`src/hw/rtl/ucs2sj_pkg.sv`:
```
`timescale 1ns / 1ps
package ucs2sj_pkg;

  // table sizes
  localparam int RANGE_SLOTS = 64;
  localparam int MAP_DEPTH   = 8192;
  localparam int SLOT_W      = (RANGE_SLOTS > 1) ? $clog2(RANGE_SLOTS) : 1;
  localparam int MAP_W       = (MAP_DEPTH > 1) ? $clog2(MAP_DEPTH) : 1;

  // queue between lookup and byte emitter, power of two
  localparam int QUEUE_DEPTH = 2;
  localparam int QPTR_W      = (QUEUE_DEPTH > 1) ? $clog2(QUEUE_DEPTH) : 1;

  // opcodes
  localparam logic [1:0] OP_CONVERT = 2'd0;
  localparam logic [1:0] OP_RANGE   = 2'd1;
  localparam logic [1:0] OP_MAP     = 2'd2;

  // register map
  localparam int         PADDR_W         = 2;
  localparam logic [1:0] REG_RANGE_COUNT = 2'd0;

  // jis to shift-jis arithmetic
  localparam logic [7:0] LEAD_OFS   = 8'h70;
  localparam logic [7:0] TRAIL_ODD  = 8'h1f;
  localparam logic [7:0] TRAIL_EVEN = 8'h7d;
  localparam logic [7:0] LEAD_GAP   = 8'ha0;
  localparam logic [7:0] LEAD_SKIP  = 8'h40;
  localparam logic [7:0] TRAIL_GAP  = 8'h7f;

  // one range entry as held in the range memory
  typedef struct packed {
    logic [15:0] first;
    logic [15:0] last;
    logic [12:0] base;
  } range_ent_t;

  // work handed from lookup to emitter
  typedef struct packed {
    logic        single;
    logic [15:0] data;
  } job_t;

  // jis row/cell to lead and trail byte, each wrapping at 8 bits
  function automatic logic [15:0] jis_to_sjis(logic [15:0] jis);
    logic [7:0] row;
    logic [7:0] col;
    logic [7:0] lead;
    logic [7:0] trail;
    logic [8:0] half;
    row  = jis[15:8];
    col  = jis[7:0];
    half = '0;
    if (row[0]) begin
      half  = ({1'b0, row} + 9'd1) >> 1;
      lead  = half[7:0] + LEAD_OFS;
      trail = col + TRAIL_ODD;
    end else begin
      lead  = {1'b0, row[7:1]} + LEAD_OFS;
      trail = col + TRAIL_EVEN;
    end
    if (lead >= LEAD_GAP) lead = lead + LEAD_SKIP;
    if (trail >= TRAIL_GAP) trail = trail + 8'd1;
    return {lead, trail};
  endfunction

endpackage

```
`src/hw/rtl/ucs2sj_if.sv`:
```


// byte result channel
interface ucs2sj_res_if;
  logic       valid;
  logic       ready;
  logic [7:0] out_byte;
  logic       last_byte;

  modport source (output valid, out_byte, last_byte, input ready);
  modport sink (input valid, out_byte, last_byte, output ready);
endinterface

```
`src/hw/rtl/ucs2sj_back.sv`:
```
`timescale 1ns / 1ps
module ucs2sj_back
  import ucs2sj_pkg::*;
(
  input  logic          clk,
  input  logic          rst,
  input  logic          q_empty,
  input  job_t          q_job,
  output logic          pop,
  ucs2sj_res_if.source  res
);

  logic        out_valid;
  logic [7:0]  out_byte;
  logic        last_byte;
  logic        trail_valid;
  logic [7:0]  trail_byte;
  logic        take;
  logic [15:0] sjis;

  assign res.valid     = out_valid;
  assign res.out_byte  = out_byte;
  assign res.last_byte = last_byte;

  // output register free or emptying this cycle
  assign take = !out_valid || res.ready;
  assign pop  = take && !trail_valid && !q_empty;
  assign sjis = jis_to_sjis(q_job.data);

  // emit lead then trail, or the single byte
  always_ff @(posedge clk) begin
    if (rst) begin
      out_valid   <= 1'b0;
      trail_valid <= 1'b0;
    end else if (take) begin
      if (trail_valid) begin
        out_valid   <= 1'b1;
        out_byte    <= trail_byte;
        last_byte   <= 1'b1;
        trail_valid <= 1'b0;
      end else if (!q_empty) begin
        out_valid <= 1'b1;
        if (q_job.single) begin
          out_byte  <= q_job.data[7:0];
          last_byte <= 1'b1;
        end else begin
          out_byte    <= sjis[15:8];
          last_byte   <= 1'b0;
          trail_valid <= 1'b1;
          trail_byte  <= sjis[7:0];
        end
      end else begin
        out_valid <= 1'b0;
      end
    end
  end

endmodule

```
`src/flat_wrapper.sv`:
```
// flat-port wrapper written by rule: the top's interface ports become plain ports
module ucs2sj_back_flat import ucs2sj_pkg::*;
  (clk, rst, q_empty, q_job, pop, res_valid, res_out_byte, res_last_byte, res_ready);
  ucs2sj_res_if res_i ();
  input  logic clk;
  input  logic rst;
  input  logic q_empty;
  input  job_t q_job;
  output logic pop;
  output wire logic [$bits(res_i.valid)-1:0] res_valid;
  output wire logic [$bits(res_i.out_byte)-1:0] res_out_byte;
  output wire logic [$bits(res_i.last_byte)-1:0] res_last_byte;
  input wire logic [$bits(res_i.ready)-1:0] res_ready;
  assign res_valid = res_i.valid;
  assign res_out_byte = res_i.out_byte;
  assign res_last_byte = res_i.last_byte;
  assign res_i.ready = res_ready;
  ucs2sj_back u_core (.clk(clk), .rst(rst), .q_empty(q_empty), .q_job(q_job), .pop(pop), .res(res_i));
endmodule
```
`config.mk`:
```
export PLATFORM = sky130hd
export DESIGN_NAME = ucs2sj_back_flat
export DESIGN_NICKNAME = d
export VERILOG_FILES = /design/src/hw/rtl/ucs2sj_pkg.sv /design/src/hw/rtl/ucs2sj_if.sv /design/src/hw/rtl/ucs2sj_back.sv /design/src/flat_wrapper.sv
export SDC_FILE = /design/constraint.sdc
export NUM_CORES = 1
export LEC_CHECK = 0
export BUFFER_PORTS_ARGS = -buffer_cell sky130_fd_sc_hd__buf_2
export CORE_ASPECT_RATIO = 1.4
export CORE_MARGIN = 8
export CORE_UTILIZATION = 54
export DETAILED_ROUTE_END_ITERATION = 10
export PLACE_DENSITY = 0.86
export SLEW_MARGIN = 10
export SYNTH_ARGS = -nofsm -noshare
export SYNTH_HDL_FRONTEND = slang
export SYNTH_SLANG_ARGS = --single-unit
```
`constraint.sdc`:
```
create_clock -name clk -period 3.6 [get_ports clk]
set_clock_uncertainty 0.1 [all_clocks]
set_input_delay 0.72 -clock clk [delete_from_list [all_inputs] [get_ports clk]]
set_output_delay 0.72 -clock clk [all_outputs]
set_load 0.03 [all_outputs]
```
==> summary.txt, run 1 <==
Outcome
  • Status: finished, final reports clean

Power
  • P_leak: 0.6942 nW
  • P_int: 0.3789 mW
  • NetSw: 0.1827 mW
  • Sequential Power Share: 47.1%
  • Clk network pwr share: 19.0%
  • Pwr dens: 321.1 mW/mm^2
  • VDD IR max: 181.6 uV
  • Combinational power share: 33.9%
  • Sw Share: 32.53%

STA
  • Min cycle time layout: 3.220 ns
  • Worst setup margin: 0.3805 ns
  • Worst Tran Pin Value: 0.5689 ns
  • Hold Vio Cnt, Final: 0
  • Period utilization: 89.43%
  • Slew margin rel.: 62.02%
  • Final setup violating endpoints: 0
  • TNS Setup: 0 ns
  • Fmax: 310.6 MHz
  • RSZ-0062 raised after global routing: false
  • Slew Viols, Final: 0

Floorplanning
  • Std cell rows: 22
  • Die Ht: 78.52 microns
  • Initial core utilization: 57.05%
  • Ports: 32
  • Core box area: 0.002643 sq mm
  • Die area: 0.004763 sq mm
  • Die width: 60.66 microns

Synthesis
  • Synth Warn #: 0
  • Largest family of logic cells by synthesized area: simple AND/OR/NAND/NOR gates
  • Synth Area in Compound Gates: 16.02%
  • Xor and xnor area share after synthesis: 9.793%
  • Post-synth ARST share: 0%
  • Simple-gate share of the synthesized area: 21.83%
  • Post-synthesis mux area share: 5.394%
  • Avg Cell Area, Syn: 9.423 sq um
  • Synthesized area: 0.001508 sq mm
  • Number of synthesized flops with an enable pin: 17
  • FF+latch count, synth: 19
  • Synth cell types: 44
  • Most used DFF post-synth: edfxtp_1
  • Cells after Synth: 160
  • Synthesized net count: 190
  • Seq/Total Area, Yosys: 36.51%
  • Adder-cell share of the synthesized area: 7.967%

Critical path
  • Setup crit end kind: register
  • CP Data Required Time: 3.55 ns
  • Critical Path Source Type: primary input
  • Critical path arrival: 3.17 ns
  • Setup CP Type: primary input to register
  • Register-to-register setup slack: 2.03 ns
  • Crit-path max FO: 9

Final layout
  • Layout Nets: 225
  • Final instance area: 0.001749 sq mm
  • Most frequent cells in the layout: 31 x buf_2, 18 x nand2_1, 17 x edfxtp_1
  • Most common cell after layout, fill and taps aside: buf_2
  • Ratio of cells with drive above 1 in the final layout: 24.23%
  • Antenna cells: 0
  • Util after Layout: 66.19%
  • Area Overhead vs Synth: 16.02%

Clock network
  • CTS HTree Levels: 1
  • CTS tree: done
  • CTS buffer count: 3
  • Worst-path clk slew: 0.10 ns
  • Clk sinks: 19
  • Clock Path Buffers: 2
  • Clock latency at the later pin of the worst-skew pair: 0.29 ns
  • Clock root buffer: clkbuf_4
  • Post CTS Setup Buffer Count: 0

Route
  • Drt drc: 0
  • ANT nets after route: 0
  • Wire per inst: 14.17 microns
  • Vias: 1308
  • Detailed Route Iter0 Violations: 31
  • DR pass1 iterations: 4
  • Routed WL: 3258 microns
  • Vias per cell: 5.687

Global routing
  • Initial antenna violation count: 0
  • Number of global-route vias before repair: 1300
  • Gr ovfl total: 0
  • GRT Util Overall: 14.45%
  • First-pass GRT wire length: 5485 microns
  • Largest net degree at the start of global routing: 21

Place
  • HPWL Detailed: 2723 microns
  • Placed Area: 0.001715 sq mm
  • I/O Buffers: 31
  • RD Place Congestion: 0.8608
  • Place WS: -0.03266 ns

Job
  • Max cap viols: 0

Worst hold path
  • Hold Path Class: register to register
==> worst max-delay path, cell delays in order <==
cell and delay, ns:
buf_2 0.17, and4_1 0.30, nand2_1 0.09, xnor2_1 0.19, inv_1 0.07, ha_1 0.19
xor2_1 0.17, xnor2_1 0.18, inv_1 0.08, ha_1 0.17, nand3b_1 0.09, o41ai_2 0.38
nor2_1 0.11, mux2i_1 0.17, o21ai_1 0.08
==> power groups by stage <==
| stage | Clock (mW) | Sequential (mW) | Combinational, mW |
|---|---|---|---|
| after floorplan | 0 | 0.283 | 0.119 |
| after global placement | 0 | 0.269 | 0.180 |
| after detailed placement | 0 | 0.270 | 0.188 |
| after CTS | 0.106 | 0.265 | 0.189 |
| after global routing | 0.114 | 0.266 | 0.210 |
| final | 0.107 | 0.265 | 0.190 |
==> Yosys cell counts (all sizes together), types with 2 or more instances <==
master,number,area [sq um]
edfxtp,17,510.5
inv,6,22.52
nor3,7,40.04
nand3,4,20.02
a21boi,4,30.03
nor2b,2,12.51
clkbuf,4,15.01
o21ai,12,63.81
nand3b,3,22.52
nor2,14,52.55
a21oi,7,35.03
nand4,5,31.28
xnor2,12,112.6
xor2,4,35.03
a211oi,2,27.53
ha,8,100.1
nand2,18,67.56
mux2i,7,70.07
dfxtp,2,40.04
a21o,2,15.01
nor4,2,12.51
o31ai,2,15.01
==> through the flow <==
stage	hold WS, ns	total power [mW]	cells
2_1_floorplan	0.4000	0.4019	160
3_3_place_gp	0.4113	0.4487	226
3_5_place_dp	0.4202	0.4577	226
4_1_cts	0.4437	0.5597	230
5_1_grt	0.4692	0.5902	230
6_report	0.4441	0.5616	230
==> cell families (layout without fill, tap and decap cells) <==
logic type | Yosys count | after routing
buf+inv | 10 | 44
xor+xnor | 16 | 16
fa+ha+maj | 9 | 9
compound gates | 34 | 34
simple gates | 64 | 64
mux | 8 | 8
flops | 19 | 19
==> area by class of cell <==
cell class,count,area (sq um)
clock buffer,4,26.28
fill,220,893.4
inverter,6,22.52
multi-input combinational,131,927.1
sequential,19,550.5
tap,36,45.04
timing repair buffer,34,177.7
==> worst paths after layout <==
check / from / to / cells after the start
min reg2reg: u_core.trail_byte[2] / u_core.res.out_byte[2] / 2
max: q_job[8] / u_core.res.out_byte[6] / 15
min: u_core.trail_byte[2] / u_core.res.out_byte[2] / 2
max reg2reg: u_core.trail_valid / u_core.trail_byte[1] / 3
==> flip-flops by register name, summed over array words and instances (netlist names) <==
signal and count:
u_core.res.valid 1, u_core.trail_byte 8, u_core.res.last_byte 1, u_core.trail_valid 1
u_core.res.out_byte 8
==> layer usage <==
layer	GRT usage (%)	part of all wire, %	vias to the layer above	routed length, microns
li1	-	-	654	-
met1	15.18	38	594	1223
met2	26.01	54	50	1744
met3	0.9788	4.7	10	154
met4	9.368	4.1	0	135
met5	0	0	-	0
==> timing repair <==
action                                  in CTS  in global routing
endpoints found under the setup margin       0                  1
gates resized for setup                      0                  1
hold buffers                                 0                  0
(Power assumes the default switching activity.)
==> run 2: changes to the inputs <==
--- a/config.mk
+++ b/config.mk
@@ -8,3 +8,2 @@
 export BUFFER_PORTS_ARGS = -buffer_cell sky130_fd_sc_hd__buf_2
-export CORE_ASPECT_RATIO = 1.4
 export CORE_MARGIN = 8
==> constraint.sdc (replaced) <==
create_clock -name clk -period 3.6 [get_ports clk]
set_clock_uncertainty 0.1 [all_clocks]
set_input_delay 0.18 -clock clk [delete_from_list [all_inputs] [get_ports clk]]
set_output_delay 0.18 -clock clk [all_outputs]
set_load 0.03 [all_outputs]
==> run 2 against run 1 <==
Against the previous run:
- the run now ends with design-rule violations left
- utilization fell by 2.0 points
- sequential power about the same
- register-to-register slack got worse by 0.58 ns
- critical path depth is the same
- die area down 0.50%
- count of clock-buffer cells in the layout down 1
- maximum frequency increased by 7.5%
- non-clock buffer count is 1 lower
- clock power hardly changed
- routed wire length grew 7.5%
- largest cell class unchanged
- largest power group unchanged
- highest routed layer unchanged
==> summary.txt, run 2 (synthesis results as in run 1) <==
Route
  • Detailed Route Iter0 Violations: 51
  • ANT nets after route: 0
  • Vias per cell: 5.893
  • DR pass1 iterations: 9
  • Drt drc: 1
  • Routed WL: 3502 microns
  • Vias: 1320
  • Wire per inst: 15.63 microns

STA
  • Final setup violating endpoints: 0
  • Hold Vio Cnt, Final: 0
  • Period utilization: 83.19%
  • Fmax: 333.9 MHz
  • Slew margin rel.: 29.55%
  • TNS Setup: 0 ns
  • Worst Tran Pin Value: 1.054 ns
  • Min cycle time layout: 2.995 ns
  • Slew Viols, Final: 0
  • RSZ-0062 raised after global routing: false

Place
  • I/O Buffers: 31
  • HPWL Detailed: 2889 microns
  • Inst Count DP: 218
  • Placed Area: 0.001687 sq mm
  • RD Place Congestion: 0.8651

Final layout
  • Ratio of cells with drive above 1 in the final layout: 23.32%
  • Most frequent cells in the layout: 31 x buf_2, 18 x nand2_1, 17 x edfxtp_1
  • Util after Layout: 64.17%
  • Antenna cells: 0
  • Cell Count, Final, Fillers Out: 224
  • Most common cell after layout, fill and taps aside: buf_2
  • Largest registers: u_core.res.out_byte x8, u_core.trail_byte x8
  • Area Overhead vs Synth: 15.35%
  • Layout Nets: 224
  • Final instance area: 0.001739 sq mm

Power
  • Power, Total: 0.5637 mW
  • Sw Share: 33.24%
  • Sequential Power Share: 46.9%
  • NetSw: 0.1874 mW
  • P_int: 0.3763 mW
  • Pwr dens: 324.1 mW/mm^2
  • Combinational power share: 34.1%
  • P_leak: 0.6865 nW
  • Clk network pwr share: 19.0%
  • VDD IR max: 221.4 uV

Clock network
  • Hold Buf Count CTS: 2
  • PostCTS Resize Cnt: 0
  • Worst-path clk slew: 0.11 ns
  • Clock latency at the later pin of the worst-skew pair: 0.30 ns
  • Post CTS Setup Buffer Count: 0
  • CTS buffer count: 3
  • Clk sinks: 19
  • Clock root buffer: clkbuf_4
  • Clock Path Buffers: 2
  • CTS HTree Levels: 1
  • CTS tree: done

Worst hold path
  • Hold Path Class: primary input to register

Floorplanning
  • Die width: 68.84 microns
  • Initial core utilization: 55.63%
  • Std cell rows: 19
  • Core box area: 0.002710 sq mm
  • Ports: 32
  • Die area: 0.004739 sq mm
  • Die Ht: 68.84 microns

Global routing
  • Initial antenna violation count: 0
  • GRT Util Overall: 16.04%
  • Number of global-route vias before repair: 1338
  • First-pass GRT wire length: 5878 microns
  • Top Usage Layer GRT: met2
  • M3 GR Usage: 1.292%
  • Gr ovfl total: 0
  • GR Util met1: 17.85%
  • Met2 usage: 29.57%
  • Largest net degree at the start of global routing: 21

Critical path
  • Family with the most delay on the worst path: compound AO/OA/AOI/OAI gates
  • CP peak stage delay: 0.57 ns
  • CP Data Required Time: 3.54 ns
  • Critical Path Source Type: primary input
  • Buf+Inv Stages, Crit Path: 3
  • Setup CP Type: primary input to register
  • Critical path, cell by cell: buf_2 > and4_1 > nand2_1 > xnor2_1 > inv_1 > ha_1 > xor2_1 > xnor2_1 > inv_1 > ha_1 > nand3b_1 > o41ai_1 > nor2_1 > mux2i_1 > o21ai_1
  • Crit-path max FO: 9
  • Critical path arrival: 2.94 ns
  • Slowest stage cell, crit path: o41ai_1
  • Register-to-register setup slack: 1.45 ns
  • Setup crit end kind: register

Job
  • Max cap viols: 0

Outcome
  • Failing checks: design-rule violations
  • Status: finished with violations
[run 2: layout make-up]
type / count / area, sq um
fillers: 238 / 970.9
multi-input cells: 131 / 924.6
flip-flops and latches: 19 / 550.5
repair buffers: 33 / 175.2
well taps: 31 / 38.79
clock buffers: 3 / 22.52
inverters: 6 / 22.52
clock inverters: 1 / 5.005
[run 2: routing by layer]
| metal | wire length [microns] | share of wire, % |
|---|---|---|
| met1 | 1324 | 38 |
| met2 | 1905 | 54 |
| met3 | 175 | 5.0 |
| met4 | 97 | 2.8 |
| met5 | 0 | 0 |
[run 2: worst reg2reg max path: stages (launching register included)]
cell     delay, ns
dfxtp_1       0.50
nor3_1        0.30
nor3b_1       0.88
[run 2: power groups by stage]
| stage | sequential (mW) | combinational (mW) | clock, mW |
|---|---|---|---|
| finish | 0.265 | 0.192 | 0.107 |
| global route | 0.266 | 0.213 | 0.121 |
| CTS | 0.265 | 0.191 | 0.110 |
| detailed placement | 0.270 | 0.188 | 0 |
| global placement | 0.269 | 0.178 | 0 |
| floorplan | 0.283 | 0.119 | 0 |
[run 2: final timing paths]
path	from	endpoint	depth (start not counted)
setup / recovery	q_job[8]	u_core.res.out_byte[6]	15
hold / removal	res_ready	u_core.res.valid	4
setup reg to reg	u_core.trail_valid	u_core.trail_byte[1]	2
hold reg to reg	u_core.trail_byte[4]	u_core.res.out_byte[4]	2
[run 2: through the flow]
| step | setup slack [ns] | hold slack (ns) |
|---|---|---|
| after CTS | 0.6690 | 0.1105 |
| after detailed placement | 0.3584 | 0.2921 |
| after global placement | 0.6721 | 0.2833 |
| final | 0.6050 | 0.1507 |
| after global routing | 0.4704 | 0.1523 |
| after floorplan | 0.9491 | 0.1491 |
==> run 3: changes to the inputs <==
clock period = 2.9 ns   (was 3.6 ns; I/O delays follow)
==> run 3 against run 2 <==
Against the previous run:
- the flow now finishes without violations
- flip-flop and latch count stayed put
- critical path depth stayed put
- sequential power is 24% higher
- critical endpoint unchanged
- largest cell class unchanged
- highest routed layer unchanged
==> summary.txt, run 3 (synthesis results as in run 1) <==
Place
  • Place WS: -0.005013 ns
  • RD Place Congestion: 0.9007
  • Inst Count DP: 224
  • HPWL Detailed: 2860 microns
  • Placed Area: 0.001732 sq mm
  • I/O Buffers: 31

Route
  • Vias: 1337
  • Wire per inst: 14.94 microns
  • Drt drc: 0
  • DR pass1 iterations: 4
  • ANT nets after route: 0
  • Routed WL: 3436 microns
  • Detailed Route Iter0 Violations: 43
  • Vias per cell: 5.813

Clock network
  • Clk sinks: 19
  • CTS buffer count: 3
  • Clock latency at the later pin of the worst-skew pair: 0.30 ns
  • CTS HTree Levels: 1
  • Clock Path Buffers: 2
  • Clock root buffer: clkbuf_4
  • CTS tree: done
  • Post CTS Setup Buffer Count: 0
  • Worst-path clk slew: 0.11 ns
  • Hold Buf Count CTS: 2
  • PostCTS Resize Cnt: 0

Global routing
  • Largest net degree at the start of global routing: 21
  • Gr ovfl total: 0
  • Number of global-route vias before repair: 1364
  • First-pass GRT wire length: 5844 microns
  • Initial antenna violation count: 0
  • GRT Util Overall: 15.95%

STA
  • Min cycle time layout: 2.583 ns
  • Fmax: 387.1 MHz
  • RSZ-0062 raised after global routing: false
  • Period utilization: 89.07%
  • Worst setup margin: 0.3170 ns
  • WHS: 0.1118 ns
  • Worst Tran Pin Value: 0.5498 ns
  • Hold Vio Cnt, Final: 0
  • Final setup violating endpoints: 0
  • Slew Viols, Final: 0
  • Slew margin rel.: 63.30%

Critical path
  • CP Data Required Time: 2.86 ns
  • Critical path startpoint: q_job[8]
  • Critical Path Source Type: primary input
  • Critical path arrival: 2.54 ns
  • Worst reg2reg startpoint: u_core.trail_valid
  • Crit-path max FO: 6
  • Setup CP Type: primary input to register
  • Setup crit end kind: register

Final layout
  • Layout Nets: 230
  • Final instance area: 0.001778 sq mm
  • Largest registers: u_core.res.out_byte x8, u_core.trail_byte x8
  • Antenna cells: 0
  • Ratio of cells with drive above 1 in the final layout: 24.62%
  • Util after Layout: 65.60%
  • Most common cell after layout, fill and taps aside: buf_2
  • Most frequent cells in the layout: 31 x buf_2, 18 x nand2_1, 17 x edfxtp_1
  • Area Overhead vs Synth: 17.93%
  • Cell Count, Final, Fillers Out: 230

Power
  • P_leak: 0.7126 nW
  • VDD IR max: 275.2 uV
  • Pwr dens: 400.6 mW/mm^2

Worst hold path
  • Hold Path Class: primary input to register
  • HP Start: res_ready

Floorplanning
  • Ports: 32
  • Die Ht: 68.84 microns
  • Core box area: 0.002710 sq mm
  • Die width: 68.84 microns
  • Die area: 0.004739 sq mm
  • Initial core utilization: 55.63%
  • Std cell rows: 19

Job
  • Max cap viols: 0

Outcome
  • Status: finished, final reports clean
-- run 3: changes by cell type in the layout (fill, tap and decap cells not counted) --
cell and delta:
clkbuf_1 +1, nor3_1 +1, buf_4 +6, clkinv_2 -1, nor3_2 -1
-- run 3: layout make-up --
class / instances / area [sq um]
Tap cell: 31 / 38.79
Inverter: 6 / 22.52
Fill cell: 231 / 932.1
Sequential cell: 19 / 550.5
Multi-Input combinational cell: 131 / 919.6
Clock buffer: 4 / 26.28
Timing Repair Buffer: 39 / 220.2
-- run 3: critical path, stage by stage --
cell and delay, ns:
buf_2 0.13, and4_1 0.28, nand2_1 0.10, xnor2_1 0.19, inv_1 0.07, ha_1 0.19
xor2_1 0.17, xnor2_1 0.14, inv_1 0.06, ha_1 0.17, nand3b_1 0.10, o41ai_1 0.43
nor2_1 0.12, mux2i_1 0.17, o21ai_1 0.08
-- run 3: power breakdown --
group | total [mW] | switching (mW) | internal (mW)
clock network | 0.137 | 0.0830 | 0.0537
registers | 0.328 | 0.00594 | 0.322
logic | 0.247 | 0.147 | 0.101
total | 0.712 | 0.236 | 0.477
-- run 3: per-layer routing --
metal	share of wire (%)	vias to the layer above	track usage, %
met5	0	-	0
met4	1.6	0	8.521
met3	5.8	4	1.292
met2	55	43	30.03
met1	37	623	17.10
li1	-	667	-
-- run 3: per-stage QoR --
step                total power, mW  setup TNS, ns
global route                 0.7532              0
detailed placement           0.5770      -0.005013
floorplan                    0.4990              0
CTS                          0.7131              0
global placement             0.5630              0
finish                       0.7122              0
-- run 3: path summary, 6_finish.rpt --
kind,end,slack (ns),cells past startpoint
max,u_core.res.out_byte[6],0.32,15
min,u_core.res.valid,0.11,4
max reg2reg,u_core.trail_byte[3],1.31,3
min reg2reg,u_core.res.out_byte[3],0.46,2
