`src/hw/rtl/ucs2sj_pkg.sv`:
```
`timescale 1ns / 1ps
package ucs2sj_pkg;

  // table sizes
  localparam int RANGE_SLOTS = 64;
  localparam int MAP_DEPTH   = 8192;
  localparam int SLOT_W      = (RANGE_SLOTS > 1) ? $clog2(RANGE_SLOTS) : 1;
  localparam int MAP_W       = (MAP_DEPTH > 1) ? $clog2(MAP_DEPTH) : 1;

  // queue between lookup and byte emitter, power of two
  localparam int QUEUE_DEPTH = 2;
  localparam int QPTR_W      = (QUEUE_DEPTH > 1) ? $clog2(QUEUE_DEPTH) : 1;

  // opcodes
  localparam logic [1:0] OP_CONVERT = 2'd0;
  localparam logic [1:0] OP_RANGE   = 2'd1;
  localparam logic [1:0] OP_MAP     = 2'd2;

  // register map
  localparam int         PADDR_W         = 2;
  localparam logic [1:0] REG_RANGE_COUNT = 2'd0;

  // jis to shift-jis arithmetic
  localparam logic [7:0] LEAD_OFS   = 8'h70;
  localparam logic [7:0] TRAIL_ODD  = 8'h1f;
  localparam logic [7:0] TRAIL_EVEN = 8'h7d;
  localparam logic [7:0] LEAD_GAP   = 8'ha0;
  localparam logic [7:0] LEAD_SKIP  = 8'h40;
  localparam logic [7:0] TRAIL_GAP  = 8'h7f;

  // one range entry as held in the range memory
  typedef struct packed {
    logic [15:0] first;
    logic [15:0] last;
    logic [12:0] base;
  } range_ent_t;

  // work handed from lookup to emitter
  typedef struct packed {
    logic        single;
    logic [15:0] data;
  } job_t;

  // jis row/cell to lead and trail byte, each wrapping at 8 bits
  function automatic logic [15:0] jis_to_sjis(logic [15:0] jis);
    logic [7:0] row;
    logic [7:0] col;
    logic [7:0] lead;
    logic [7:0] trail;
    logic [8:0] half;
    row  = jis[15:8];
    col  = jis[7:0];
    half = '0;
    if (row[0]) begin
      half  = ({1'b0, row} + 9'd1) >> 1;
      lead  = half[7:0] + LEAD_OFS;
      trail = col + TRAIL_ODD;
    end else begin
      lead  = {1'b0, row[7:1]} + LEAD_OFS;
      trail = col + TRAIL_EVEN;
    end
    if (lead >= LEAD_GAP) lead = lead + LEAD_SKIP;
    if (trail >= TRAIL_GAP) trail = trail + 8'd1;
    return {lead, trail};
  endfunction

endpackage

```
`src/hw/rtl/ucs2sj_queue.sv`:
```
`timescale 1ns / 1ps
module ucs2sj_queue
  import ucs2sj_pkg::*;
(
  input  logic clk,
  input  logic rst,
  input  logic push,
  input  job_t push_job,
  output logic full,
  input  logic pop,
  output logic empty,
  output job_t pop_job
);

  job_t              slots [QUEUE_DEPTH];
  logic [QPTR_W-1:0] wr_ptr;
  logic [QPTR_W-1:0] rd_ptr;
  logic [QPTR_W:0]   count;

  assign full    = (count == (QPTR_W+1)'(QUEUE_DEPTH));
  assign empty   = (count == '0);
  assign pop_job = slots[rd_ptr];

  // storage
  always_ff @(posedge clk) begin
    if (push && !full) slots[wr_ptr] <= push_job;
  end

  // pointers and fill level
  always_ff @(posedge clk) begin
    if (rst) begin
      wr_ptr <= '0;
      rd_ptr <= '0;
      count  <= '0;
    end else begin
      if (push && !full) wr_ptr <= wr_ptr + 1'b1;
      if (pop && !empty) rd_ptr <= rd_ptr + 1'b1;
      count <= count + (QPTR_W+1)'(push && !full) - (QPTR_W+1)'(pop && !empty);
    end
  end

endmodule

```
`config.mk`:
```
export PLATFORM = sky130hd
export DESIGN_NAME = ucs2sj_queue
export DESIGN_NICKNAME = d
export VERILOG_FILES = /design/src/hw/rtl/ucs2sj_pkg.sv /design/src/hw/rtl/ucs2sj_queue.sv
export SDC_FILE = /design/constraint.sdc
export NUM_CORES = 1
export LEC_CHECK = 0
export BUFFER_PORTS_ARGS = -buffer_cell sky130_fd_sc_hd__buf_4
export CORE_MARGIN = 2
export CORE_UTILIZATION = 54
export DETAILED_ROUTE_END_ITERATION = 8
export GPL_TIMING_DRIVEN = 0
export PLACE_DENSITY = 0.86
export SETUP_SLACK_MARGIN = 0.05
export SLEW_MARGIN = 20
export SYNTH_ARGS = -nofsm -noshare
export SYNTH_HDL_FRONTEND = slang
export SYNTH_SLANG_ARGS = --single-unit
```
`constraint.sdc`:
```
create_clock -name clk -period 3.5 [get_ports clk]
set_clock_uncertainty 0.15 [all_clocks]
set_input_delay 0.525 -clock clk [delete_from_list [all_inputs] [get_ports clk]]
set_output_delay 0.525 -clock clk [all_outputs]
set_load 0.05 [all_outputs]
```
==> impl_metrics.xml, run 1 <==
<?xml version="1.0" encoding="UTF-8"?>
<metrics>
  <group name="outcome">
    <metric name="run_status" unit="">finished, final reports clean</metric>
  </group>
  <group name="power_and_ir_drop">
    <metric name="static-leakage-power" unit="nW">0.758</metric>
    <metric name="power.density_cell_area" unit="nW/µm²">866</metric>
    <metric name="totalPowerFinal" unit="mW">1.64</metric>
    <metric name="ir_worst_vdd" unit="mV">0.702</metric>
  </group>
  <group name="grt">
    <metric name="grt_remaining_overflow" unit="">0</metric>
    <metric name="grt_antenna_before_repair" unit="">0</metric>
    <metric name="wire_length_of_the_first_global_routing_pass" unit="mm">3.76</metric>
    <metric name="grt_use_total" unit="%">15.9</metric>
    <metric name="grt_pass1_vias" unit="">869</metric>
    <metric name="pin_count_of_the_biggest_net_entering_global_routing" unit="">18</metric>
  </group>
  <group name="timing">
    <metric name="hold_viol" unit="">0</metric>
    <metric name="tightest_slew" unit="ns">0.682</metric>
    <metric name="fin_worst_hold_slack" unit="ns">0.219</metric>
    <metric name="final.min_clock_period" unit="ns">2.28</metric>
    <metric name="rsz0062_at_grt" unit="">no</metric>
    <metric name="final_max_slew_viol_count" unit="">0</metric>
    <metric name="min_period_over_period" unit="%">65.0</metric>
    <metric name="worst_slack" unit="ns">1.22</metric>
    <metric name="totalNegativeSetupSlack" unit="ns">0</metric>
    <metric name="slew_headroom" unit="%">54.5</metric>
    <metric name="setup_viol" unit="">0</metric>
    <metric name="achievable-frequency" unit="MHz">439</metric>
  </group>
  <group name="final_layout">
    <metric name="multi_input_comb_area" unit="µm²">312</metric>
    <metric name="instances_no_fill" unit="">157</metric>
    <metric name="nFillCells" unit="">166</metric>
    <metric name="final_instance_area" unit="µm²">1900</metric>
    <metric name="drive_above_1_share" unit="%">43.3</metric>
    <metric name="synthToLayoutAreaGrowth" unit="%">29.8</metric>
    <metric name="antenna_cells" unit="">0</metric>
    <metric name="final_net_count" unit="">149</metric>
    <metric name="finalCoreUtilization" unit="%">75.1</metric>
    <metric name="layout.area.seq" unit="µm²">1120</metric>
  </group>
  <group name="clock_tree">
    <metric name="cts.clk_slew.worst_paths" unit="ns">0.11</metric>
    <metric name="ctsRootBufferMaster" unit="">sky130_fd_sc_hd__clkbuf_4</metric>
    <metric name="clk_lat_worst_skew" unit="ns">0.33</metric>
    <metric name="postCtsHoldBufs" unit="">0</metric>
    <metric name="cts-buffers-inserted" unit="">5</metric>
    <metric name="ctsLongestPathBuffers" unit="">2</metric>
    <metric name="htree_levels" unit="">2</metric>
    <metric name="tritoncts_clock_tree" unit="">yes</metric>
    <metric name="cts_resized" unit="">0</metric>
    <metric name="cts.sink_count" unit="">39</metric>
    <metric name="cts_setup_buffers" unit="">0</metric>
  </group>
  <group name="run">
    <metric name="drv_cap" unit="">0</metric>
  </group>
  <group name="floorplan">
    <metric name="initial_core_util" unit="%">57.9</metric>
    <metric name="die_w" unit="µm">56</metric>
    <metric name="num_rows" unit="">18</metric>
    <metric name="die-area" unit="µm²">3140</metric>
    <metric name="pin_count" unit="">40</metric>
    <metric name="design.core.area" unit="µm²">2520</metric>
    <metric name="floorplan.die.height" unit="µm">56</metric>
  </group>
  <group name="drt">
    <metric name="ant_nets" unit="">0</metric>
    <metric name="drt_drc_violations_left" unit="">0</metric>
    <metric name="num_vias" unit="">795</metric>
    <metric name="drt_first_pass_iters" unit="">6</metric>
    <metric name="drt_iter0_drcs" unit="">23</metric>
    <metric name="vias_per_cell" unit="">5.06</metric>
    <metric name="wirelength" unit="mm">2.18</metric>
    <metric name="routed_wire_length_per_instance" unit="µm">13.9</metric>
  </group>
  <group name="logic_synthesis">
    <metric name="synth_top_cell_by_area" unit="">sky130_fd_sc_hd__edfxtp_1</metric>
    <metric name="synth_largest_type_area_fraction" unit="%">69.9</metric>
    <metric name="post_synthesis_sequential_element_count" unit="">39</metric>
    <metric name="syn-num-nets" unit="">103</metric>
    <metric name="synth_sequential_area_ratio" unit="%">76.8</metric>
    <metric name="instance_count_of_the_mapped_netlist" unit="">80</metric>
    <metric name="yosysUniqueCellTypes" unit="">22</metric>
    <metric name="synth_top_cells_by_area" unit="">sky130_fd_sc_hd__edfxtp_1 (70%), sky130_fd_sc_hd__mux2_1 (12%), sky130_fd_sc_hd__dfxtp_1 (6.9%)</metric>
    <metric name="syn-cell-area" unit="µm²">1460</metric>
    <metric name="yosys_warnings" unit="">0</metric>
    <metric name="synthesis.area_per_instance" unit="µm²">18.3</metric>
  </group>
  <group name="place">
    <metric name="detailed_place.area" unit="µm²">1790</metric>
    <metric name="portBuffers" unit="">39</metric>
    <metric name="hpwlAfterDp" unit="mm">1.60</metric>
    <metric name="dpl_worst_slack" unit="ns">1.41</metric>
    <metric name="finalWeightedCongestion" unit="">0.664</metric>
    <metric name="dp_cells" unit="">149</metric>
  </group>
  <group name="setup_path">
    <metric name="cp.required" unit="ns">2.82</metric>
    <metric name="cp_slowest_cell" unit="">sky130_fd_sc_hd__mux2_1</metric>
    <metric name="crit_chain" unit="">buf_2 -&gt; buf_4 -&gt; mux2_1 -&gt; buf_4</metric>
    <metric name="cp_max_fo" unit="">10</metric>
    <metric name="timing.critical_path.arrival" unit="ns">1.60</metric>
    <metric name="timing.critical_path.to_type" unit="">output port</metric>
    <metric name="critical_path_class" unit="">reg2out</metric>
    <metric name="r2r_start" unit="">count[0]</metric>
    <metric name="cell_type_with_the_highest_occurrence_count_on_the_critical_path" unit="">sky130_fd_sc_hd__buf_4</metric>
    <metric name="max_stage_delay" unit="ns">0.34</metric>
    <metric name="startpoint_class" unit="">flop</metric>
  </group>
  <group name="min_path">
    <metric name="timing.hold.worst.start" unit="">push_job[3]</metric>
    <metric name="worstHoldPathType" unit="">in2reg</metric>
  </group>
</metrics>
cells in the final DEF (no fill, tap or decap):
cell type	Yosys	routed
sky130_fd_sc_hd__a21oi_1	1	1
sky130_fd_sc_hd__and2_1	1	1
sky130_fd_sc_hd__and3_2	1	1
sky130_fd_sc_hd__buf_2	1	1
sky130_fd_sc_hd__buf_4	1	40
sky130_fd_sc_hd__bufinv_16	0	2
sky130_fd_sc_hd__clkbuf_4	0	5
sky130_fd_sc_hd__clkinvlp_4	0	1
sky130_fd_sc_hd__dfxtp_1	5	5
sky130_fd_sc_hd__edfxtp_1	34	34
sky130_fd_sc_hd__ha_1	2	2
sky130_fd_sc_hd__inv_1	3	3
sky130_fd_sc_hd__inv_2	1	1
sky130_fd_sc_hd__mux2_1	15	15
sky130_fd_sc_hd__mux2_2	2	2
sky130_fd_sc_hd__nand2_1	1	1
sky130_fd_sc_hd__nand2b_2	1	1
sky130_fd_sc_hd__nor2_1	4	4
sky130_fd_sc_hd__nor2b_1	1	1
sky130_fd_sc_hd__nor3_1	1	1
sky130_fd_sc_hd__o21a_2	1	1
sky130_fd_sc_hd__o21ai_0	1	1
sky130_fd_sc_hd__or3_1	1	1
sky130_fd_sc_hd__xnor2_1	1	1
sky130_fd_sc_hd__xor2_1	1	1
report_power, final:
group | leakage [nW] | internal [mW] | switching [mW]
sequential | 0.359 | 0.596 | 0.0271
combinational | 0.347 | 0.216 | 0.444
clock | 0.0514 | 0.222 | 0.136
path summary, 6_finish.rpt:
path                            cells past startpoint           end  slack (ns)
worst max-delay path                                4   pop_job[15]        1.22
worst min-delay path                                1   slots[1][3]        0.22
worst max register to register                      4  slots[0][14]        1.51
worst min register to register                      2        wr_ptr        0.36
routing by layer:
metal	GRT usage (%)	vias up	wire, µm
li1	-	388	-
met1	18.0	376	921
met2	27.1	27	1090
met3	5.35	4	141
met4	7.14	0	34
met5	0	-	0
area by class of cell:
type                       count  area share [%]
clock inverter                 3            3.56
clock buffer                   5            1.98
sequential                    39            59.1
buffer                         2           0.660
multi-input combinational     35            16.4
tap                           30            1.98
timing repair buffer          39            15.4
inverter                       4           0.792
synthesized netlist by cell type:
| library cell | number |
|---|---|
| sky130_fd_sc_hd__a21oi_1 | 1 |
| sky130_fd_sc_hd__and2_1 | 1 |
| sky130_fd_sc_hd__and3_2 | 1 |
| sky130_fd_sc_hd__buf_2 | 1 |
| sky130_fd_sc_hd__buf_4 | 1 |
| sky130_fd_sc_hd__dfxtp_1 | 5 |
| sky130_fd_sc_hd__edfxtp_1 | 34 |
| sky130_fd_sc_hd__ha_1 | 2 |
| sky130_fd_sc_hd__inv_1 | 3 |
| sky130_fd_sc_hd__inv_2 | 1 |
| sky130_fd_sc_hd__mux2_1 | 15 |
| sky130_fd_sc_hd__mux2_2 | 2 |
| sky130_fd_sc_hd__nand2_1 | 1 |
| sky130_fd_sc_hd__nand2b_2 | 1 |
| sky130_fd_sc_hd__nor2_1 | 4 |
| sky130_fd_sc_hd__nor2b_1 | 1 |
| sky130_fd_sc_hd__nor3_1 | 1 |
| sky130_fd_sc_hd__o21a_2 | 1 |
| sky130_fd_sc_hd__o21ai_0 | 1 |
| sky130_fd_sc_hd__or3_1 | 1 |
| sky130_fd_sc_hd__xnor2_1 | 1 |
| sky130_fd_sc_hd__xor2_1 | 1 |
cells by family after synthesis:
| kind of cell | synth area share [%] |
|---|---|
| fa+ha+maj | 1.71 |
| buf+inv | 1.88 |
| mux | 13.1 |
| flops | 76.8 |
| simple gates | 4.03 |
| xor+xnor | 1.20 |
| compound gates | 1.28 |
flip-flops by register name (all words and copies together) (netlist names), named ones only:
signal  flops
slots      34
count       2
rd_ptr      1
wr_ptr      1
worst max-delay path: cells and delay by family, from the launching register on:
kind | cells | cell delay (ns)
DFF | 1 | 0.32
muxes | 1 | 0.34
buffers and inverters | 3 | 0.60
Power figures use the tool's default switching activity.
==> run 2, diff against run 1 <==
--- a/config.mk
+++ b/config.mk
@@ -5,12 +5,13 @@
 export SDC_FILE = /design/constraint.sdc
 export NUM_CORES = 1
 export LEC_CHECK = 0
+export ABC_AREA = 1
 export BUFFER_PORTS_ARGS = -buffer_cell sky130_fd_sc_hd__buf_4
 export CORE_MARGIN = 2
-export CORE_UTILIZATION = 54
+export CORE_UTILIZATION = 46
 export DETAILED_ROUTE_END_ITERATION = 8
 export GPL_TIMING_DRIVEN = 0
-export PLACE_DENSITY = 0.86
+export PLACE_DENSITY = 0.78
 export SETUP_SLACK_MARGIN = 0.05
 export SLEW_MARGIN = 20
 export SYNTH_ARGS = -nofsm -noshare
==> constraint.sdc (replaced) <==
create_clock -name clk -period 2 [get_ports clk]
set_clock_uncertainty 0.15 [all_clocks]
set_input_delay 0.3 -clock clk [delete_from_list [all_inputs] [get_ports clk]]
set_output_delay 0.3 -clock clk [all_outputs]
set_load 0.05 [all_outputs]
==> run 2 against run 1 <==
Net effect: routed wire length grew 25%; die area grew 21%; first-iteration DRC count decreased by 4.3%; worst hold slack lost 0.14 ns; total power rose by 77%; largest cell class unchanged; largest power group unchanged; highest routed layer unchanged.
==> impl_metrics.xml, run 2 <==
<?xml version="1.0" encoding="UTF-8"?>
<metrics>
  <group name="outcome">
    <metric name="run_status" unit="">finished, final reports clean</metric>
  </group>
  <group name="place">
    <metric name="portBuffers" unit="">39</metric>
    <metric name="dpl_worst_slack" unit="ns">0.148</metric>
    <metric name="detailed_place.area" unit="µm²">1890</metric>
    <metric name="hpwlAfterDp" unit="mm">1.69</metric>
    <metric name="finalWeightedCongestion" unit="">0.725</metric>
  </group>
  <group name="grt">
    <metric name="grt_remaining_overflow" unit="">0</metric>
    <metric name="wire_length_of_the_first_global_routing_pass" unit="mm">3.86</metric>
    <metric name="grt_pass1_vias" unit="">923</metric>
    <metric name="grt_antenna_before_repair" unit="">0</metric>
    <metric name="grt_use_total" unit="%">15.0</metric>
    <metric name="pin_count_of_the_biggest_net_entering_global_routing" unit="">18</metric>
  </group>
  <group name="final_layout">
    <metric name="final_instance_area" unit="µm²">2230</metric>
    <metric name="largest_register_ff_count" unit="">34</metric>
    <metric name="drive_above_1_share" unit="%">43.8</metric>
    <metric name="final_net_count" unit="">182</metric>
    <metric name="finalCoreUtilization" unit="%">71.9</metric>
    <metric name="registers.top_by_ff_count" unit="">slots</metric>
    <metric name="synthToLayoutAreaGrowth" unit="%">45.6</metric>
    <metric name="antenna_cells" unit="">0</metric>
    <metric name="reg.largest.list" unit="">slots (34), count (2)</metric>
    <metric name="top_library_cells_by_usage_in_the_layout_fill_and_taps_aside" unit="">sky130_fd_sc_hd__buf_4 (34), sky130_fd_sc_hd__edfxtp_1 (34), sky130_fd_sc_hd__dlygate4sd3_1 (18), sky130_fd_sc_hd__inv_1 (10), sky130_fd_sc_hd__mux2_4 (10)</metric>
  </group>
  <group name="logic_synthesis">
    <metric name="synth_sequential_area_ratio" unit="%">73.1</metric>
    <metric name="syn-num-nets" unit="">115</metric>
    <metric name="synth_ff_type" unit="">sky130_fd_sc_hd__edfxtp_1</metric>
    <metric name="synthesis.area_per_instance" unit="µm²">16.7</metric>
    <metric name="yosysMostFrequentCell" unit="">sky130_fd_sc_hd__edfxtp_1</metric>
    <metric name="yosys-top-cells-count" unit="">sky130_fd_sc_hd__edfxtp_1 (34), sky130_fd_sc_hd__inv_1 (10), sky130_fd_sc_hd__mux2_4 (10)</metric>
    <metric name="synth_edf_count" unit="">34</metric>
    <metric name="synth_largest_type_area_fraction" unit="%">66.6</metric>
    <metric name="synth_top_cell_by_area" unit="">sky130_fd_sc_hd__edfxtp_1</metric>
    <metric name="yosys_warnings" unit="">0</metric>
    <metric name="instance_count_of_the_mapped_netlist" unit="">92</metric>
    <metric name="syn-cell-area" unit="µm²">1530</metric>
    <metric name="synth_top_cells_by_area" unit="">sky130_fd_sc_hd__edfxtp_1 (67%), sky130_fd_sc_hd__mux2_4 (9.8%), sky130_fd_sc_hd__dfxtp_1 (6.5%)</metric>
    <metric name="yosysUniqueCellTypes" unit="">12</metric>
    <metric name="async_s_r_ff_share_synth" unit="%">0</metric>
    <metric name="post_synthesis_sequential_element_count" unit="">39</metric>
  </group>
  <group name="setup_path">
    <metric name="r2r_start" unit="">count[0]</metric>
    <metric name="crit_buf_inv" unit="">3</metric>
    <metric name="cp_max_fo" unit="">5</metric>
    <metric name="cp.required" unit="ns">1.55</metric>
    <metric name="crit_chain" unit="">buf_6 -&gt; buf_12 -&gt; mux2_2 -&gt; buf_4</metric>
    <metric name="cp_slowest_cell" unit="">sky130_fd_sc_hd__dfxtp_1</metric>
    <metric name="r2r_cells" unit="">10</metric>
    <metric name="startpoint_class" unit="">flop</metric>
    <metric name="timing.critical_path.to_type" unit="">output port</metric>
    <metric name="timing.critical_path.arrival" unit="ns">1.45</metric>
    <metric name="critical_path_class" unit="">reg2out</metric>
    <metric name="path_delay_family" unit="">buffers and inverters</metric>
    <metric name="max_stage_delay" unit="ns">0.34</metric>
    <metric name="rrSetupSlack" unit="ns">0.27</metric>
    <metric name="critical_path.reg2reg.endpoint" unit="">count[1]</metric>
  </group>
  <group name="drt">
    <metric name="ant_nets" unit="">0</metric>
    <metric name="drt_first_pass_iters" unit="">4</metric>
    <metric name="vias_per_cell" unit="">4.66</metric>
    <metric name="num_vias" unit="">951</metric>
    <metric name="drt_iter0_drcs" unit="">22</metric>
    <metric name="wirelength" unit="mm">2.74</metric>
    <metric name="routed_wire_length_per_instance" unit="µm">13.4</metric>
    <metric name="drt_drc_violations_left" unit="">0</metric>
  </group>
  <group name="clock_tree">
    <metric name="ctsLongestPathBuffers" unit="">2</metric>
    <metric name="tritoncts_clock_tree" unit="">yes</metric>
    <metric name="ctsRootBufferMaster" unit="">sky130_fd_sc_hd__clkbuf_4</metric>
    <metric name="clk_lat_worst_skew" unit="ns">0.34</metric>
    <metric name="cts-buffers-inserted" unit="">5</metric>
    <metric name="cts.clk_slew.worst_paths" unit="ns">0.11</metric>
    <metric name="htree_levels" unit="">2</metric>
    <metric name="cts.sink_count" unit="">39</metric>
  </group>
  <group name="timing">
    <metric name="totalNegativeSetupSlack" unit="ns">0</metric>
    <metric name="hold_viol" unit="">0</metric>
    <metric name="min_period_over_period" unit="%">94.9</metric>
    <metric name="rsz0062_at_grt" unit="">no</metric>
    <metric name="final.min_clock_period" unit="ns">1.90</metric>
    <metric name="tightest_slew" unit="ns">0.708</metric>
    <metric name="setup_viol" unit="">0</metric>
    <metric name="worst_slack" unit="ns">0.102</metric>
    <metric name="final_max_slew_viol_count" unit="">0</metric>
    <metric name="slew_headroom" unit="%">52.7</metric>
    <metric name="fin_worst_hold_slack" unit="ns">0.0777</metric>
    <metric name="achievable-frequency" unit="MHz">527</metric>
  </group>
  <group name="floorplan">
    <metric name="num_rows" unit="">20</metric>
    <metric name="initial_core_util" unit="%">49.4</metric>
    <metric name="pin_count" unit="">40</metric>
    <metric name="floorplan.die.height" unit="µm">61.7</metric>
    <metric name="die_w" unit="µm">61.7</metric>
    <metric name="die-area" unit="µm²">3810</metric>
    <metric name="design.core.area" unit="µm²">3100</metric>
  </group>
  <group name="power_and_ir_drop">
    <metric name="power.density_cell_area" unit="nW/µm²">1300</metric>
    <metric name="ir_worst_vdd" unit="mV">0.830</metric>
    <metric name="static-leakage-power" unit="nW">0.924</metric>
  </group>
  <group name="min_path">
    <metric name="timing.hold.worst.start" unit="">push</metric>
    <metric name="holdPathEnd" unit="">wr_ptr</metric>
    <metric name="hold-path-cell-count" unit="">3</metric>
    <metric name="worstHoldPathType" unit="">in2reg</metric>
  </group>
  <group name="run">
    <metric name="drv_cap" unit="">0</metric>
  </group>
</metrics>
[run 2: what timing repair did]
action                                  in CTS  in global routing
gates resized for setup                      0                  6
hold buffers                                18                  0
endpoints found under the setup margin       0                 27
setup buffers                                0                  2
hold endpoints to repair                    35                  0
[run 2: power breakdown]
| group | internal (mW) | switching (mW) | total (mW) |
|---|---|---|---|
| Clock | 0.257 | 0.242 | 0.500 |
| Sequential | 1.04 | 0.0533 | 1.09 |
| Combinational | 0.538 | 0.780 | 1.32 |
[run 2: metrics by stage]
step | cells | power [mW]
after floorplan | 92 | 1.99
after global placement | 175 | 2.26
after detailed placement | 175 | 2.29
after CTS | 201 | 2.81
after global routing | 204 | 3.04
final | 204 | 2.91
[run 2: kinds of logic (layout without fill, tap and decap cells)]
family	after synthesis	after routing	synth area share, %
buffers and inverters	12	80	4.49
AO/OA/AOI/OAI	2	2	0.653
AND/OR/NAND/NOR	20	20	5.14
adder cells (fa/ha/maj)	2	2	1.63
flip-flops	39	39	73.1
multiplexers	17	17	14.9
[run 2: worst min-delay path: stages]
cell and delay, ns:
sky130_fd_sc_hd__buf_4 0.09, sky130_fd_sc_hd__a21oi_1 0.06, sky130_fd_sc_hd__nor2_1 0.09
[run 2: area by class of cell]
type	count	area (µm²)
flip-flops and latches	39	1120
fillers	228	872
repair buffers	60	557
multi-input cells	41	353
well taps	44	55.1
clock inverters	3	38.8
clock buffers	5	37.5
inverters	10	37.5
plain buffers	2	31.3
[run 2: how the worst max path moves through the flow]
stage,start,end,depth (start not counted)
after floorplan,count[1],count[1],9
after global placement,count[0],slots[0][0],4
after detailed placement,count[0],slots[0][5],4
after CTS,flop,pop_job[12],4
after global routing,flop,pop_job[12],4
final,flop,pop_job[8],4
[run 2: routing by layer]
metal,up-vias,routed length [µm],GRT usage (%)
met5,-,0,0
met4,0,41,6.38
met3,5,146,6.21
met2,28,1500,27.4
met1,456,1050,15.0
li1,462,-,-
